===== src/hdl/pfla_link_ram.sv =====
// ----------------------------------------------------------------------------
// pfla_link_ram
// Slot link store: one write port and one read port with registered read
// data. Holds, per slot, the next slot of its pool's free list and a flag
// telling whether that link is present.
// ----------------------------------------------------------------------------
`default_nettype none

module pfla_link_ram #(
    parameter int DEPTH = 64,
    parameter int DW    = 5,
    parameter int AW    = 6
) (
    input  wire logic          clk,
    input  wire logic          wr_en,
    input  wire logic [AW-1:0] wr_addr,
    input  wire logic [DW-1:0] wr_data,
    input  wire logic          rd_en,
    input  wire logic [AW-1:0] rd_addr,
    output logic      [DW-1:0] rd_data
);

    logic [DW-1:0] mem [DEPTH];

    // Write and read the store; read data lands in the cycle after the read
    always_ff @(posedge clk)
    begin
        if (wr_en)
        begin
            mem[wr_addr] <= wr_data;
        end
        if (rd_en)
        begin
            rd_data <= mem[rd_addr];
        end
    end

endmodule : pfla_link_ram

`default_nettype wire


===== config.mk =====
export PLATFORM = sky130hd
export DESIGN_NAME = pfla_link_ram
export DESIGN_NICKNAME = d
export VERILOG_FILES = /design/src/hdl/pfla_link_ram.sv
export SDC_FILE = /design/constraint.sdc
export NUM_CORES = 1
export LEC_CHECK = 0
export ABC_AREA = 1
export BUFFER_PORTS_ARGS = -buffer_cell sky130_fd_sc_hd__buf_2
export CORE_AREA = 2 2 176 178
export DETAILED_ROUTE_END_ITERATION = 8
export DIE_AREA = 0 0 178 180
export PLACE_DENSITY_LB_ADDON = 0.08
export SYNTH_ARGS = -nofsm -noshare
export SYNTH_HDL_FRONTEND = slang
export SYNTH_SLANG_ARGS = --single-unit

===== constraint.sdc =====
create_clock -name clk -period 4.4 [get_ports clk]
set_clock_uncertainty 0.1 [all_clocks]
set_input_delay 0.44 -clock clk [delete_from_list [all_inputs] [get_ports clk]]
set_output_delay 0.44 -clock clk [all_outputs]
set_load 0.1 [all_outputs]

==> results.ini <==
[run_status]
outcome = finished, final reports clean

[cts]
cts-root-buf = clkbuf_16
clk_pin_slew_worst_paths_ns = 0.06
cts_sinks = 325
clk-insertion-delay-late_ns = 0.52
cts_hold_buf = 0
cts_buffers = 37
clk_path_buf_depth = 3
cts_resized = 0
post-cts-setup-buffers = 0
cts_tree = built
htreeDepth = 2

[worst_setup_path]
worstSetupStartpointType = input port
worstSetupEndpointType = flop
cpLargestDelayFamily = buffers and inverters
r2r_setup_slack_ns = 2.81
crit_fanout = 75
crit-reg2reg-launch = mem[19][2]$_DFFE_PP_
slowest_stage = buf_4
critPathArrivalTime_ns = 2.59
worstPathCellList = buf_4 > inv_4 > buf_4 > nand2_1 > nand3_1 > nand3_1 > nand2_1 > nand2_1 > nand3_1 > nand3_1 > nand2_1
crit_buf_inv = 3
path_class = in -> reg
startpoint = rd_addr[0]
critPathMaxStageDelay_ns = 0.73
crit_required_ns = 4.69

[global_route]
use_met1 = 0.323
grt_usage = 0.222
overflow = 0
busiest_layer = met2
globalRouteMet2Util = 0.342
met3_usage = 0.0387
antenna_found_initial = 0
grt_pass1_wl_um = 53000
grt_max_degree = 161
grt_pass1_vias = 8659

[placement]
port_buffers = 24
hpwl_um = 20100
place_area_mm2 = 0.0138
gp_congestion = 0.786

[detailed_routing]
first_pass_iters = 5
routedWlPerCell_um = 21.8
antenna_left = 0
drtIter0Drc = 805
viasPerCell = 5.47
route.vias.total = 8705
routed_wirelength_um = 34700
drc = 0

[synthesis]
synth.distinct_cells = 16
synth_fp_nets = 1182
syn_avg_cell_area_um2 = 11.6
yosys-top-cells-area = edfxtp_1 (73%), nand2_1 (11%), nand3_1 (10%), nor2_1 (1.6%), buf_2 (1.2%)
synth_top_area_frac = 0.726
synthesis.instances = 1162
ys_seq_elements = 325
yosysSeqAreaShare = 0.726
yosysTopAreaCell = edfxtp_1
yosysWarnings = 0
synth_area_mm2 = 0.0134

[timing]
drv_slew = 0
setup_viol = 0
slew_headroom = 0.129
hold_viol_final = 0
rsz0062_at_grt = no
holdWs_ns = 0.142
worst_pin_slew_ns = 1.29
timing.final.crit_share = 0.524
fmax_ghz = 0.434
fin_tns_setup_ns = 0
min_period_ns = 2.30

[power]
power_leakage_nw = 5.35
peakVddDrop_mv = 0.227
p_total_mw = 6.92
p_per_area_mw_per_mm2 = 462

[floorplan]
start_util = 0.445
die_w_um = 178
coreArea_mm2 = 0.0302
die_h_um = 180
boundaryPins = 25
dieArea_mm2 = 0.0320
fp-row-count = 64

[final_layout]
area_growth_pct = 11.5
n_antenna_cell = 0
drive_gt1_frac = 0.0795
finalNetCount = 1189
nFillCells = 2700
stdcell_area_mm2 = 0.0150

[min_path]
worstHoldStart = rd_en
worstHoldPathType = in -> reg

[run]
cap_violations = 0

flip-flops by register name (all words and copies together), names as in the netlist:
register	flops
mem	320
rd_data	5
layer usage:
layer  vias to the layer above  wire length (um)  part of all wire
met5                         -                 0                 0
met4                         0               892             0.026
met3                        62              2010             0.058
met2                       257             16000              0.46
met1                      4285             15800              0.46
li1                       4101                 -                 -
synthesized netlist by cell type:
master / n
inv_2: 1
nand2_1: 405
nand3_1: 277
buf_2: 32
edfxtp_1: 325
inv_4: 1
nor4_1: 8
nor2_1: 56
buf_1: 5
buf_6: 12
nand4_1: 9
inv_1: 9
buf_4: 1
buf_8: 1
clkinv_1: 1
clkbuf_1: 19
metrics by stage:
stage               setup slack [ns]  std cells  utilization
detailed placement              1.54       1526        0.456
floorplan                       2.39       1162            -
CTS                             2.08       1591        0.496
global route                    1.87       1591        0.496
finish                          2.10       1591        0.496
global placement                1.51       1526        0.456
final timing paths:
check	end	cells past startpoint
max reg2reg	rd_data[2]$_DFFE_PP_	8
max	rd_data[1]$_DFFE_PP_	11
min	rd_data[2]$_DFFE_PP_	1
min reg2reg	rd_data[0]$_DFFE_PP_	8
where the power goes:
group / switching, mW / internal (mW)
clock network: 1.21 / 1.84
logic: 0.336 / 0.0949
registers: 0.00751 / 3.43
logic make-up after synthesis:
group / after synthesis / synth area share
buf+inv: 82 / 0.0339
flops: 325 / 0.726
simple gates: 755 / 0.240
area by class of cell:
class                           count  area [um^2]  area share
Timing Repair Buffer               38          253      0.0169
Clock buffer                       43          991      0.0661
Clock inverter                     22          208      0.0139
Tap cell                          396          495      0.0331
Sequential cell                   325         9760       0.651
Multi-Input combinational cell    755         3230       0.216
Inverter                           12         47.5     0.00317
worst register-to-register path: cells and delay by family, from the launching register on:
kind	cells	cell delay (ns)
DFF	1	0.36
and+or+nand+nor	8	0.89
layout by cell type, fill, tap and decap left out:
| cell | netlist | layout |
|---|---|---|
| buf_12 | 0 | 2 |
| buf_2 | 32 | 23 |
| buf_4 | 1 | 13 |
| bufinv_16 | 0 | 4 |
| clkbuf_1 | 19 | 4 |
| clkbuf_16 | 0 | 39 |
| clkinv_1 | 1 | 9 |
| clkinv_2 | 0 | 8 |
| clkinv_4 | 0 | 1 |
| edfxtp_1 | 325 | 325 |
| inv_1 | 9 | 8 |
| inv_2 | 1 | 2 |
| inv_4 | 1 | 1 |
| inv_6 | 0 | 1 |
| nand2_1 | 405 | 405 |
| nand3_1 | 277 | 277 |
| nand4_1 | 9 | 9 |
| nor2_1 | 56 | 56 |
| nor4_1 | 8 | 7 |
| nor4_2 | 0 | 1 |
Power figures use the tool's default switching activity.
